--- config.mk ---
export PLATFORM = sky130hd
export DESIGN_NAME = dftrh_jobq
export DESIGN_NICKNAME = d
export VERILOG_FILES = /design/src/rtl/dftrh_pkg.sv /design/src/rtl/dftrh_jobq.sv
export SDC_FILE = /design/constraint.sdc
export NUM_CORES = 1
export LEC_CHECK = 0
export BUFFER_PORTS_ARGS = -buffer_cell sky130_fd_sc_hd__buf_2
export CORE_AREA = 10 10 47 49
export CTS_CLUSTER_DIAMETER = 50
export DETAILED_ROUTE_END_ITERATION = 12
export DIE_AREA = 0 0 57 59
export PLACE_DENSITY_LB_ADDON = 0.3
export RECOVER_POWER = 50
export SLEW_MARGIN = 10
export SYNTH_ARGS = -nofsm -noshare
export SYNTH_HDL_FRONTEND = slang
export SYNTH_SLANG_ARGS = --single-unit
--- constraint.sdc ---
create_clock -name clk_i -period 1.95 [get_ports clk_i]
set_input_delay 0.195 -clock clk_i [delete_from_list [all_inputs] [get_ports clk_i]]
set_output_delay 0.195 -clock clk_i [all_outputs]
set_load 0.005 [all_outputs]
--- src/rtl/dftrh_pkg.sv ---
// Shared constants and types of the real-input half-spectrum DFT block.
// Used by the channel interfaces, the loader, the frame queue and the engine.
`timescale 1ns / 1ps
package dftrh_pkg;

  // Defaults for the top-level parameters.
  localparam int MAX_LENGTH_DEF        = 128;
  localparam int SAMPLE_WIDTH_DEF      = 16;
  localparam int TWIDDLE_FRAC_BITS_DEF = 15;

  // Fixed field widths of the channels.
  localparam int SAMPLE_IN_W = 16;
  localparam int CFG_W       = 3;
  localparam int BIN_INDEX_W = 6;
  localparam int BIN_SUM_W   = 39;

  // The twiddle circle always has 128 points, addressed by a 7-bit phase.
  localparam int TW_IDX_W = 7;

  localparam logic [CFG_W-1:0] LOG2_LENGTH_RST = 3'd7;

  // Two sample banks, so the queue of finished frames holds two entries.
  localparam int JOBQ_DEPTH = 2;

  // One loaded frame waiting to be transformed.
  typedef struct packed {
    logic             bank;
    logic [CFG_W-1:0] log2_len;
  } job_t;

endpackage

--- src/rtl/dftrh_jobq.sv ---
// Short queue of loaded frames between the loader and the DFT engine.
// Depends on dftrh_pkg for the frame descriptor and the queue depth.
`timescale 1ns / 1ps
module dftrh_jobq (
  input  logic            clk_i,
  input  logic            rst_ni,
  input  logic            push_i,
  input  dftrh_pkg::job_t push_job_i,
  output logic            full_o,
  output logic            head_valid_o,
  output dftrh_pkg::job_t head_job_o,
  input  logic            pop_i
);
  import dftrh_pkg::*;

  localparam int PtrW = $clog2(JOBQ_DEPTH);

  job_t             entry_q [JOBQ_DEPTH];
  logic [PtrW-1:0]  wr_ptr_q, rd_ptr_q;
  logic [PtrW:0]    count_q;

  assign full_o       = count_q == (PtrW + 1)'(JOBQ_DEPTH);
  assign head_valid_o = count_q != '0;
  assign head_job_o   = entry_q[rd_ptr_q];

  always_ff @(posedge clk_i) begin
    if (push_i) begin
      entry_q[wr_ptr_q] <= push_job_i;
    end
  end

  always_ff @(posedge clk_i or negedge rst_ni) begin
    if (!rst_ni) begin
      wr_ptr_q <= '0;
      rd_ptr_q <= '0;
      count_q  <= '0;
    end else begin
      if (push_i) begin
        wr_ptr_q <= wr_ptr_q + 1'b1;
      end
      if (pop_i) begin
        rd_ptr_q <= rd_ptr_q + 1'b1;
      end
      if (push_i && !pop_i) begin
        count_q <= count_q + 1'b1;
      end else if (pop_i && !push_i) begin
        count_q <= count_q - 1'b1;
      end
    end
  end

endmodule

==> flow_summary.toml, run 1 <==
[place]
io_buffer_count = 13
place_area_sq_um = 561.8
place.gp.congestion = 0.6183
dp_hpwl_um = 698.8

[synth]
ys_seq_area_frac = 0.7139
synth_top_area_share = 0.5039
syn_avg_cell_area_sq_um = 17.03
synth.area.top_cells = "edfxtp_1 50%, dfrtp_1 21%, mux2_1 9.4%"
synth_ff_type = "edfxtp_1"
yosys.area.top_type = "edfxtp_1"
yosys_warnings = 0
yosysMostFrequentCell = "edfxtp_1"
yosysUniqueCellTypes = 12
synth_common_cells = "8 x edfxtp_1, 4 x dfrtp_1, 4 x mux2_1, 4 x xor2_1"
synthCells = 28
ys_async_sr_fraction = 0.3333
synth-seq-cells = 12
synth_edf_count = 8
syn-num-nets = 37
synth_area_sq_um = 476.7

[clock_network]
cts_root_buffer = "clkbuf_4"
cts_setup_buffers = 0
cts-resized-gates = 0
htree_levels = 1
cts_sinks = 12
cts-hold-fix-buffers = 1
clkSlewWorstSetupHoldPaths_ns = 0.08
cts_max_path_buffers = 2
cts-buffers-inserted = 3
cts_tree = "done"
clk_latency_ns = 0.27

[power_and_ir_drop]
power_frac_clock = 0.243
powerDensity_mw_per_mm2 = 1338
power.switching_mw = 0.2250
seqPwrFrac = 0.507
switching_share = 0.2782
p_comb_frac = 0.250
vdd_drop_max_mv = 0.5584
p_int_mw = 0.5837
fin_total_pwr_mw = 0.8087
p_leak_nw = 0.2533

[floorplanning]
dieArea_sq_mm = 0.003363
core_sq_mm = 0.001401
pin_count = 14
die_h_um = 59
initial_core_util = 0.3402
num_rows = 14
die_w_um = 57

[sta]
final.min_clock_period_ns = 1.393
rsz0062_at_grt = "false"
worstMarginPinSlew_ns = 0.3760
slew_headroom = 0.7488
finalCritPeriodShare = 0.7144
skew_ns = 0.001621
fmax_ghz = 0.7178
finalSetupTns_ns = 0
whs_ns = 0.1130
hold_viol = 0
drv_slew = 0
finalSetupViolCount = 0

[drt]
drtIter0Drc = 0
vias = 275
wl_um = 869
post_drt_wl_per_cell_um = 14.02
drtPass1Iterations = 1
drc_errors = 0
final_antenna_net_count = 0
post_drt_via_cell_ratio = 4.435

[global_routing]
first_global_vias = 311
antenna_found_initial = 0
grt_max_degree = 8
grt_overflow = 0
grt_pass1_wl_um = 1462
track_usage = 0.05864

[worst_setup_path]
endpoint_kind = "output port"
r2r_setup_slack_ns = 0.88
critPathKind = "flop to output port"
cp.arrival_ns = 1.20
worstSetupStartpointType = "flop"
crit_fanout = 5
worstRegToRegCells = 1
r2r_start = "wr_ptr_q"
cp_slowest_stage_delay_ns = 0.46
required_ns = 1.75
r2r-end = "entry_q[0][0]"
cp_slowest_cell = "dfrtp_1"
cp_cell_sequence = "mux2_1 > buf_2"

[cells_and_area]
antenna_cells = 0
register_area_sq_um = 340.3
n_fill_cell = 135
area_delta_synth_final_pct = 26.77
fin_nets = 56
final_util = 0.4313
multi_input_area_sq_um = 132.6
drive_above_1_share = 0.3261
design_area_sq_um = 604.3

[run]
max-cap-violations = 0

[hold_path]
hold_end = "entry_q[0][2]"
hold_depth = 1
min_from = "push_job_i[2]"
hold_class = "input port to flop"

[outcome]
status = "finished, final reports clean"
## stage by stage
step,setup slack [ns],cells
2_1_floorplan,1.002,28
3_3_place_gp,0.8664,57
3_5_place_dp,0.8525,57
4_1_cts,0.5428,62
5_1_grt,0.4799,62
6_report,0.5568,62
## power groups by stage
stage / logic [mW] / registers, mW / clock network [mW]
2_1_floorplan: 0.125 / 0.402 / 0
3_3_place_gp: 0.200 / 0.410 / 0
3_5_place_dp: 0.207 / 0.418 / 0
4_1_cts: 0.210 / 0.412 / 0.205
5_1_grt: 0.227 / 0.424 / 0.217
6_report: 0.202 / 0.410 / 0.196
## kinds of logic after synthesis
family	count (synthesis)	share of synthesized area
buf+inv	1	0.007866
flops	12	0.7139
mux	4	0.09448
simple gates	5	0.06564
xor+xnor	5	0.09186
fa+ha+maj	1	0.02624
## state kept, by name, summed over array words and instances (netlist names)
name	count
rd_ptr_q	1
wr_ptr_q	1
count_q	2
entry_q	8
## cell usage in the layout, fill, tap and decap left out, drive strengths merged, types with 4 or more instances in the layout
cell type,count
clkbuf,7
edfxtp,8
xor2,4
buf,10
dfrtp,4
mux2,4
## layout make-up
type / count / share of cell area
Sequential cell: 12 / 0.5631
Multi-Input combinational cell: 15 / 0.2195
Timing Repair Buffer: 14 / 0.1180
Clock buffer: 4 / 0.06004
Tap cell: 16 / 0.03313
Inverter: 1 / 0.006211
## worst max-delay path, delay by kind of cell, from the launching register on
family	cells	cell delay (ns)
buffers and inverters	1	0.13
DFF	1	0.46
muxes	1	0.34
## worst max path at each step
| stage | startpoint | endpoint | slack (ns) | cells after the start |
|---|---|---|---|---|
| after floorplan | rd_ptr_q | head_job_o[0] | 1.00 | 1 |
| after global placement | rd_ptr_q | head_job_o[2] | 0.87 | 2 |
| after detailed placement | rd_ptr_q | head_job_o[1] | 0.85 | 2 |
| after CTS | rd_ptr_q | head_job_o[3] | 0.54 | 2 |
| after global routing | rd_ptr_q | head_job_o[0] | 0.48 | 2 |
| final | rd_ptr_q | head_job_o[3] | 0.56 | 2 |
## routing by layer
metal / part of all wire / track usage / vias up
met4: 0 / 0.04027 / 0
met1: 0.36 / 0.05658 / 134
met2: 0.56 / 0.09612 / 9
met5: 0 / 0 / -
li1: - / - / 132
met3: 0.086 / 0.03004 / 0
No activity file was read; power rests on OpenSTA's default activity.
==> run 2, diff against run 1 <==
clock period = 1.2 ns   (was 1.95 ns; I/O delays follow)
==> run 2 against run 1 <==
Compared with the run above:
- the run now ends with setup timing left
- sequential share of layout area decreased by 4.6 points
- global-route usage increased by 0.13 points
- cell area increased by 9.3%
- sequential power grew 65%
- worst hold slack worse by 0.077 ns
- die area unchanged
==> flow_summary.toml, run 2 (synthesis gave the netlist of run 1 again) <==
[outcome]
status = "complete, but fails checks"
violations = "setup timing"

[hold_path]
hold_class = "input port to flop"
hold_depth = 1
hold_end = "entry_q[0][2]"
min_from = "push_job_i[2]"

[sta]
setup_ws_ns = -0.08328
worstMarginPinSlew_ns = 0.3750
slew_headroom = 0.7495
finalCritPeriodShare = 1.069
finalSetupViolCount = 4
final.min_clock_period_ns = 1.283
fmax_ghz = 0.7793
skew_ns = 0.003046
rsz0062_at_grt = "true"
drv_slew = 0
hold_viol = 0

[place]
post-place-ws_ns = 0.1238
place.gp.congestion = 0.6183
place_area_sq_um = 561.8
io_buffer_count = 13
dp_hpwl_um = 698.8
dpl.cell_count = 57

[clock_network]
cts_root_buffer = "clkbuf_4"
cts-buffers-inserted = 3
clk_latency_ns = 0.27
clkSlewWorstSetupHoldPaths_ns = 0.08
cts_max_path_buffers = 2
cts_tree = "done"
cts_sinks = 12
htree_levels = 1

[run]
max-cap-violations = 0

[worst_setup_path]
crit_fanout = 5
worstSetupStartpointType = "flop"
r2r_start = "wr_ptr_q"
critPathKind = "flop to output port"
r2r-end = "entry_q[0][0]"
worstRegToRegCells = 1
cp.arrival_ns = 1.16
r2r_setup_slack_ns = 0.13
endpoint_kind = "output port"
required_ns = 1.08

[floorplanning]
initial_core_util = 0.3402
core_sq_mm = 0.001401
dieArea_sq_mm = 0.003363
die_w_um = 57
pin_count = 14
num_rows = 14
die_h_um = 59

[power_and_ir_drop]
power_frac_clock = 0.213
power.switching_mw = 0.3998
switching_share = 0.2653
vdd_drop_max_mv = 1.077
p_comb_frac = 0.339
p_leak_nw = 0.2871
seqPwrFrac = 0.448
p_int_mw = 1.107
powerDensity_mw_per_mm2 = 2281

[cells_and_area]
final_common_cell = "edfxtp_1"
antenna_cells = 0
area_delta_synth_final_pct = 38.58
regMostFlops = "entry_q"
drive_above_1_share = 0.4583
final_cell_mix = "8 x edfxtp_1, 6 x buf_2, 4 x mux2_4, 4 x xor2_1, 4 x buf_6"
final_util = 0.4714
fin_cells = 64
largestRegisters = "entry_q x8, count_q x2"
fin_nets = 58
design_area_sq_um = 660.6
largest_reg_flops = 8

[global_routing]
grt_use_met3 = 0.03004
grtUsageMet1 = 0.05781
grt_pass1_wl_um = 1504
busiest_layer = "met2"
track_usage = 0.05996
first_global_vias = 319
grt_util_met2 = 0.09922
grt_max_degree = 8
grt_overflow = 0
antenna_found_initial = 0

[drt]
drtPass1Iterations = 2
post_drt_wl_per_cell_um = 13.63
post_drt_via_cell_ratio = 4.406
vias = 282
wl_um = 872
drtIter0Drc = 1
final_antenna_net_count = 0
drc_errors = 0
run 2: cell count changes in the layout (fill, tap and decap cells not counted):
cell / delta
buf_2: -4
buf_4: +2
buf_6: +4
dfrtp_1: -1
dfrtp_2: +1
mux2_1: -4
mux2_4: +4
run 2: area by class of cell:
class                      count  area, sq um
fill                         131        740.7
tap                           16        20.02
multi-input combinational     15        147.6
clock buffer                   4        36.28
inverter                       1        3.754
sequential                    12        341.6
timing repair buffer          16        111.4
run 2: timing repair:
action	4_1_cts	5_1_grt
hold endpoints to repair	4	0
hold buffers	1	0
gates resized for setup	1	8
setup endpoints to repair	4	5
pin swaps	0	1
setup buffers	1	1
run 2: metal layers:
metal | up-vias | wire (um)
met3 | 0 | 61
li1 | 135 | -
met2 | 9 | 485
met1 | 138 | 325
met5 | - | 0
met4 | 0 | 0
run 2: worst max path at each step:
stage / endpoint / cells after the start / from / slack (ns)
6_report: head_job_o[3] / 2 / rd_ptr_q / -0.08
3_5_place_dp: entry_q[0][0] / 1 / wr_ptr_q / 0.12
3_3_place_gp: entry_q[0][0] / 1 / wr_ptr_q / 0.18
2_1_floorplan: entry_q[0][0] / 1 / wr_ptr_q / 0.25
4_1_cts: head_job_o[3] / 2 / rd_ptr_q / -0.09
5_1_grt: head_job_o[3] / 2 / rd_ptr_q / -0.14
run 2: power groups by stage:
stage	sequential, mW	clock, mW	combinational, mW
floorplan	0.653	0	0.203
global placement	0.667	0	0.326
detailed placement	0.679	0	0.336
CTS	0.670	0.334	0.370
global route	0.701	0.352	0.557
finish	0.675	0.321	0.510
run 2: metrics by stage:
| step | setup TNS (ns) | hold WS, ns | power [mW] |
|---|---|---|---|
| after global routing | -0.5270 | 0.02079 | 1.611 |
| after global placement | 0 | -0.06671 | 0.9925 |
| final | -0.3208 | 0.03620 | 1.507 |
| after floorplan | 0 | -0.1756 | 0.8568 |
| after CTS | -0.3644 | 0.03092 | 1.373 |
| after detailed placement | 0 | -0.06847 | 1.015 |
run 2: worst max-delay path, stage by stage (launching register included):
cell     delay [ns]
dfrtp_2        0.46
mux2_4         0.32
buf_6          0.12
