===== src/rtl/dftrh_pkg.sv =====
// Shared constants and types of the real-input half-spectrum DFT block.
// Used by the channel interfaces, the loader, the frame queue and the engine.
`timescale 1ns / 1ps
package dftrh_pkg;

  // Defaults for the top-level parameters.
  localparam int MAX_LENGTH_DEF        = 128;
  localparam int SAMPLE_WIDTH_DEF      = 16;
  localparam int TWIDDLE_FRAC_BITS_DEF = 15;

  // Fixed field widths of the channels.
  localparam int SAMPLE_IN_W = 16;
  localparam int CFG_W       = 3;
  localparam int BIN_INDEX_W = 6;
  localparam int BIN_SUM_W   = 39;

  // The twiddle circle always has 128 points, addressed by a 7-bit phase.
  localparam int TW_IDX_W = 7;

  localparam logic [CFG_W-1:0] LOG2_LENGTH_RST = 3'd7;

  // Two sample banks, so the queue of finished frames holds two entries.
  localparam int JOBQ_DEPTH = 2;

  // One loaded frame waiting to be transformed.
  typedef struct packed {
    logic             bank;
    logic [CFG_W-1:0] log2_len;
  } job_t;

endpackage


===== src/rtl/dftrh_if.sv =====
// Valid/ready channel interfaces of the DFT block: samples in, bins out,
// and the length register write channel. Depends on dftrh_pkg.
`timescale 1ns / 1ps
interface dftrh_sample_if;
  import dftrh_pkg::*;
  logic                          valid;
  logic                          ready;
  logic signed [SAMPLE_IN_W-1:0] sample;
  modport source (output valid, sample, input ready);
  modport sink (input valid, sample, output ready);
endinterface


interface dftrh_cfg_if;
  import dftrh_pkg::*;
  logic             valid;
  logic             ready;
  logic [CFG_W-1:0] log2_length;
  modport source (output valid, log2_length, input ready);
  modport sink (input valid, log2_length, output ready);
endinterface


===== src/rtl/dftrh_front.sv =====
// Loader: holds the length register, accepts samples, writes them into the
// current bank and hands each completed frame to the queue. Uses dftrh_pkg.
`timescale 1ns / 1ps
module dftrh_front #(
  parameter int MAX_LENGTH   = dftrh_pkg::MAX_LENGTH_DEF,
  parameter int SAMPLE_WIDTH = dftrh_pkg::SAMPLE_WIDTH_DEF
) (
  input  logic                                 clk_i,
  input  logic                                 rst_ni,
  dftrh_sample_if.sink                         sample_i,
  dftrh_cfg_if.sink                            cfg_i,
  input  logic                                 q_full_i,
  output logic                                 push_o,
  output dftrh_pkg::job_t                      push_job_o,
  output logic                                 wr_en_o,
  output logic [$clog2(MAX_LENGTH):0]          wr_addr_o,
  output logic signed [SAMPLE_WIDTH-1:0]       wr_data_o
);
  import dftrh_pkg::*;

  localparam int IdxW   = $clog2(MAX_LENGTH);
  localparam int CntW   = $clog2(MAX_LENGTH + 1);
  localparam int CapRaw = $clog2(MAX_LENGTH + 1) - 1;
  localparam int LenCap = (CapRaw > TW_IDX_W) ? TW_IDX_W : CapRaw;

  logic [CFG_W-1:0] log2_q;
  logic [CntW-1:0]  cnt_q, cnt_d;
  logic             bank_q;
  logic [CFG_W-1:0] len_eff;
  logic [CntW-1:0]  n_len;
  logic [CntW:0]    cnt_inc;
  logic             accept;
  logic             frame_done;

  assign cfg_i.ready    = 1'b1;
  assign sample_i.ready = !q_full_i;
  assign accept         = sample_i.valid && !q_full_i;

  // Clamp the register to the lengths the banks can hold; zero acts as one.
  always_comb begin
    if (log2_q == '0) begin
      len_eff = CFG_W'(1);
    end else if (log2_q > CFG_W'(LenCap)) begin
      len_eff = CFG_W'(LenCap);
    end else begin
      len_eff = log2_q;
    end
    n_len      = CntW'(1) << len_eff;
    cnt_inc    = {1'b0, cnt_q} + 1'b1;
    frame_done = cnt_inc >= {1'b0, n_len};
    cnt_d      = frame_done ? '0 : cnt_inc[CntW-1:0];
  end

  assign wr_en_o             = accept;
  assign wr_addr_o           = {bank_q, cnt_q[IdxW-1:0]};
  assign wr_data_o           = SAMPLE_WIDTH'(sample_i.sample);
  assign push_o              = accept && frame_done;
  assign push_job_o.bank     = bank_q;
  assign push_job_o.log2_len = len_eff;

  always_ff @(posedge clk_i or negedge rst_ni) begin
    if (!rst_ni) begin
      log2_q <= LOG2_LENGTH_RST;
      cnt_q  <= '0;
      bank_q <= 1'b0;
    end else begin
      if (cfg_i.valid) begin
        log2_q <= cfg_i.log2_length;
      end
      if (accept) begin
        cnt_q <= cnt_d;
        if (frame_done) begin
          bank_q <= !bank_q;
        end
      end
    end
  end

endmodule


===== src/flat_wrapper.sv =====
// flat-port wrapper written by rule: the top's interface ports become plain ports
module dftrh_front_flat import dftrh_pkg::*;
#(
  parameter int MAX_LENGTH   = dftrh_pkg::MAX_LENGTH_DEF,
  parameter int SAMPLE_WIDTH = dftrh_pkg::SAMPLE_WIDTH_DEF
)
  (clk_i, rst_ni, q_full_i, push_o, push_job_o, wr_en_o, wr_addr_o, wr_data_o, sample_i_valid, sample_i_sample, sample_i_ready, cfg_i_valid, cfg_i_log2_length, cfg_i_ready);
  dftrh_sample_if sample_i_i ();
  dftrh_cfg_if cfg_i_i ();
  input  logic clk_i;
  input  logic rst_ni;
  input  logic q_full_i;
  output logic push_o;
  output dftrh_pkg::job_t push_job_o;
  output logic wr_en_o;
  output logic [$clog2(MAX_LENGTH):0] wr_addr_o;
  output logic signed [SAMPLE_WIDTH-1:0] wr_data_o;
  input wire logic [$bits(sample_i_i.valid)-1:0] sample_i_valid;
  input wire logic [$bits(sample_i_i.sample)-1:0] sample_i_sample;
  output wire logic [$bits(sample_i_i.ready)-1:0] sample_i_ready;
  input wire logic [$bits(cfg_i_i.valid)-1:0] cfg_i_valid;
  input wire logic [$bits(cfg_i_i.log2_length)-1:0] cfg_i_log2_length;
  output wire logic [$bits(cfg_i_i.ready)-1:0] cfg_i_ready;
  assign sample_i_i.valid = sample_i_valid;
  assign sample_i_i.sample = sample_i_sample;
  assign sample_i_ready = sample_i_i.ready;
  assign cfg_i_i.valid = cfg_i_valid;
  assign cfg_i_i.log2_length = cfg_i_log2_length;
  assign cfg_i_ready = cfg_i_i.ready;
  dftrh_front #(.MAX_LENGTH(MAX_LENGTH), .SAMPLE_WIDTH(SAMPLE_WIDTH)) u_core (.clk_i(clk_i), .rst_ni(rst_ni), .sample_i(sample_i_i), .cfg_i(cfg_i_i), .q_full_i(q_full_i), .push_o(push_o), .push_job_o(push_job_o), .wr_en_o(wr_en_o), .wr_addr_o(wr_addr_o), .wr_data_o(wr_data_o));
endmodule

===== config.mk =====
export PLATFORM = sky130hd
export DESIGN_NAME = dftrh_front_flat
export DESIGN_NICKNAME = d
export VERILOG_FILES = /design/src/rtl/dftrh_pkg.sv /design/src/rtl/dftrh_if.sv /design/src/rtl/dftrh_front.sv /design/src/flat_wrapper.sv
export SDC_FILE = /design/constraint.sdc
export NUM_CORES = 1
export LEC_CHECK = 0
export BUFFER_PORTS_ARGS = -buffer_cell sky130_fd_sc_hd__buf_4
export CAP_MARGIN = 0
export CORE_MARGIN = 2
export CORE_UTILIZATION = 46
export CTS_BUF_LIST = sky130_fd_sc_hd__clkbuf_16
export DETAILED_ROUTE_END_ITERATION = 8
export PLACE_DENSITY_LB_ADDON = 0.12
export SLEW_MARGIN = 20
export SYNTH_ARGS = -nofsm -noshare
export SYNTH_HDL_FRONTEND = slang
export SYNTH_SLANG_ARGS = --single-unit
export TNS_END_PERCENT = 5

===== constraint.sdc =====
create_clock -name clk_i -period 2.9 [get_ports clk_i]
set_input_delay 0.29 -clock clk_i [delete_from_list [all_inputs] [get_ports clk_i]]
set_output_delay 0.29 -clock clk_i [all_outputs]
set_load 0.01 [all_outputs]

==> flow_results.org <==
** Status
- Run status :: finished clean

** Yosys
- Synthesis inferred 12 register bits.
- After technology mapping, the gate count stands at 130.
- After synthesis the cells add up to 1150 um^2.
- Post-synth net total :: 163
- Syn Area/Cell :: 8.84 um^2
- Distinct cell type count after synthesis :: 39
- Of the synthesized area, sequential elements account for 0.265.
- Yosys printed 0 warnings.

** Critical path
- The startpoint identified for the worst register-to-register timing path is u_core.cnt_q[1]$_DFFE_PN0P_.
- Critical path's slowest cell :: sky130_fd_sc_hd__dfrtp_2
- Walking the worst path, the cells encountered are ha_4, nand2_1, or2_2, xnor2_2, ha_1, a22oi_2, nand2_1, a311oi_2, nor3_4, buf_4.
- Peak fanout along the critical path :: 6
- Endpoint class of the critical path :: primary output
- Stage delay of the slowest cell on the critical path :: 0.42 ns
- STA classifies the critical path startpoint as a register.
- Critical Path Start :: u_core.cnt_q[1]$_DFFE_PN0P_
- The worst setup path is of the reg -> out kind.
- STA puts the critical path data arrival time at 2.50 ns.
- Required arrival time at the worst endpoint :: 2.61 ns
- Crit path top cell by count :: sky130_fd_sc_hd__nand2_1
- Number of buffer and inverter stages on the critical path :: 1
- Among cell families on the critical path, the largest total delay comes from simple AND/OR/NAND/NOR gates.

** Die
- Initial standard-cell utilization of the core :: 0.477
- Die X-Extent :: 54.0 um
- Height of the die :: 54.0 um
- Count of standard-cell rows :: 18
- Placeable Area :: 2410 um^2
- Boundary pin count :: 56
- Area of the die :: 2910 um^2

** Drt
- Via count normalized by instance count :: 5.35
- For this run, design rule violations remaining after detail routing come to 0.
- Drt first pass iters :: 4
- The routed design has 2270 um of wire.
- The routed layout has 882 vias.
- Post-DR wirelength/cell :: 13.8 um
- DRC violation total after the first TritonRoute iteration :: 13
- The detail route stage leaves a number of antenna-violating nets equal to 0.

** Clock network
- Total CTS buffers :: 3
- TritonCTS sink count :: 12
- The tree is rooted in a sky130_fd_sc_hd__clkbuf_16.
- In this run the deepest clock path goes through 2 buffers.
- At the later pin of the worst-skew pair, clock insertion delay measures 0.24 ns.
- CTS tree :: built
- Clock-pin slew was measured on the worst setup and hold paths at 0.05 ns.
- In this run the number of H-tree levels came out at 1.

** Finish
- Register area :: 308 um^2
- At the end of the flow the core is filled with cells to 0.543.
- Share of cells above drive strength 1 :: 0.459
- Antenna cells :: 0
- In the final layout, the multi-input gates occupy 638 um^2.
- The final layout contains 169 nets.
- Relative to the synthesized area, the layout overhead comes to 13.9%.
- Fill cells in the final layout number 222.

** Global route
- For this run, global-route usage on met2 was measured as 0.278.
- The global routing stage identified its most utilized layer as met2.
- Global-route wire length before repair :: 3470 um
- Vias in the first global route :: 789
- Entering global routing, the biggest net connects 13 pins.
- Initial antenna violation count :: 0
- M1 GR Usage :: 0.215
- For this run the aggregate overflow at the end of global routing stands at 0.
- Met3 layer usage reported by global route :: 0.0306
- Across every metal layer, demand over resource in global routing totals 0.166.

** Timing
- Timing would allow up to 358 MHz.
- After layout, the minimum clock period comes to 2.79 ns.
- Final Slew Violations :: 0
- Clock skew on the completed layout was measured at 0.00147 ns.
- Worst Hold Margin :: 0.280 ns
- Setup violations remaining at the end of the flow were counted as 0.
- Final period util :: 0.962
- Hold violation total from the final report :: 0
- The worst path meets setup with 0.110 ns of slack.
- Setup Total Neg Slack :: 0 ns

** Power and ir drop
- Leakage power figure :: 0.591 nW
- Max IR drop VDD :: 0.591 mV
- Dividing total power by cell area gives a power density of 820 nW/um^2.

** Worst hold path
- Worst min-delay path category :: in -> reg
- In this run the most critical hold path is launched from cfg_i_log2_length[0].

** Place
- Post-placement setup slack :: 0.178 ns
- Detailed placement ended at an HPWL of 1720 um.
- The congestion estimate from routability-driven global placement came to 0.835.
- Port Buffers :: 22

** Run
- Number of max-cap violations :: 0
[cells in the mapped netlist]
cell type	number	area (um^2)
sky130_fd_sc_hd__nor2b_1	1	6.26
sky130_fd_sc_hd__nand3_1	6	30.0
sky130_fd_sc_hd__dfstp_2	3	78.8
sky130_fd_sc_hd__a21oi_1	3	15.0
sky130_fd_sc_hd__nor3_1	5	25.0
sky130_fd_sc_hd__dfrtp_1	9	225
sky130_fd_sc_hd__nand2_1	9	33.8
sky130_fd_sc_hd__xnor2_1	2	17.5
sky130_fd_sc_hd__nor3_4	1	16.3
sky130_fd_sc_hd__buf_4	28	210
sky130_fd_sc_hd__a31o_2	1	8.76
sky130_fd_sc_hd__xor2_1	4	35.0
sky130_fd_sc_hd__inv_1	2	7.51
sky130_fd_sc_hd__nand2b_1	1	6.26
sky130_fd_sc_hd__nor2_2	1	6.26
sky130_fd_sc_hd__o21ai_2	2	17.5
sky130_fd_sc_hd__and3_1	1	6.26
sky130_fd_sc_hd__nand2_2	1	6.26
sky130_fd_sc_hd__nor2_1	5	18.8
sky130_fd_sc_hd__a311oi_2	1	15.0
sky130_fd_sc_hd__o2bb2ai_1	1	8.76
sky130_fd_sc_hd__o21ai_0	8	40.0
sky130_fd_sc_hd__conb_1	2	7.51
sky130_fd_sc_hd__nand4_1	2	12.5
sky130_fd_sc_hd__ha_1	9	113
sky130_fd_sc_hd__o32ai_2	1	16.3
sky130_fd_sc_hd__and2b_2	1	8.76
sky130_fd_sc_hd__mux2_2	3	33.8
sky130_fd_sc_hd__or2_2	3	18.8
sky130_fd_sc_hd__clkinv_1	1	3.75
sky130_fd_sc_hd__nand3_2	1	10.0
sky130_fd_sc_hd__clkbuf_1	2	7.51
sky130_fd_sc_hd__o22ai_1	1	6.26
sky130_fd_sc_hd__o211ai_1	1	7.51
sky130_fd_sc_hd__or3b_2	2	17.5
sky130_fd_sc_hd__nand3b_1	3	22.5
sky130_fd_sc_hd__o32ai_1	1	8.76
sky130_fd_sc_hd__and3_2	1	7.51
sky130_fd_sc_hd__a22oi_2	1	12.5
[power by group]
part	internal, mW	switching (mW)
Sequential	0.210	0.0546
Combinational	0.282	0.263
Clock	0.182	0.0816
Total	0.674	0.399
[cell type report]
cell class              count  share of cell area
repair buffers             31               0.180
flip-flops and latches     12               0.235
multi-input cells          85               0.488
well taps                  30              0.0287
inverters                   3             0.00860
clock buffers               3              0.0574
clock inverters             1             0.00287
[path summary, 6_finish.rpt]
kind	to	slack [ns]	cells after the start
worst max register to register	u_core.cnt_q[4]$_DFFE_PN0P_	0.30	11
min in group asynchronous	u_core.bank_q$_DFFE_PN0P_	0.43	2
worst max-delay path	push_o	0.11	10
worst min-delay path	u_core.log2_q[0]$_DFFE_PN1P_	0.28	2
max in group asynchronous	u_core.log2_q[0]$_DFFE_PN1P_	2.24	2
worst min register to register	u_core.bank_q$_DFFE_PN0P_	0.49	1
[flip-flops by register name, indices dropped and copies added (netlist names)]
signal and flops:
u_core.bank_q 1, u_core.log2_q 3, u_core.cnt_q 8
[kinds of logic after synthesis]
kind of cell               count (synthesis)  share of synthesized area
AOI/OAI and AO/OA                         21                      0.136
DFF                                       12                      0.265
other                                      2                    0.00654
and+or+nand+nor                           44                      0.220
adders and majority gates                  9                     0.0980
buffers and inverters                     33                      0.199
muxes                                      3                     0.0294
xor gates and xnor gates                   6                     0.0458
[metal layers]
layer / part of all wire / vias to the layer above
li1: - / 437
met1: 0.43 / 411
met2: 0.48 / 32
met3: 0.070 / 2
met4: 0.011 / 0
met5: 0 / -
[metrics by stage]
step                      std cells  power, mW  area, um^2
after detailed placement        157      0.757        1170
after CTS                       162       1.03        1260
final                           165       1.07        1310
after floorplan                 130      0.652        1150
after global placement          157      0.750        1170
after global routing            165       1.16        1310
[cell usage in the layout, fill, tap and decap left out, drive strengths merged, types with 4 or more instances in the layout]
cell    n
buf    30
dfrtp   9
ha      9
nand2  10
nand3   7
nor2    6
nor3    6
o21ai  10
xor2    4
[repair_timing]
action                     4_1_cts  5_1_grt
hold endpoints to repair         9        0
pin swaps                        1        3
buffers inserted                 0        3
hold buffers                     1        0
gates resized for setup          1        6
setup endpoints to repair        1        1
No activity file was read; power rests on OpenSTA's default activity.
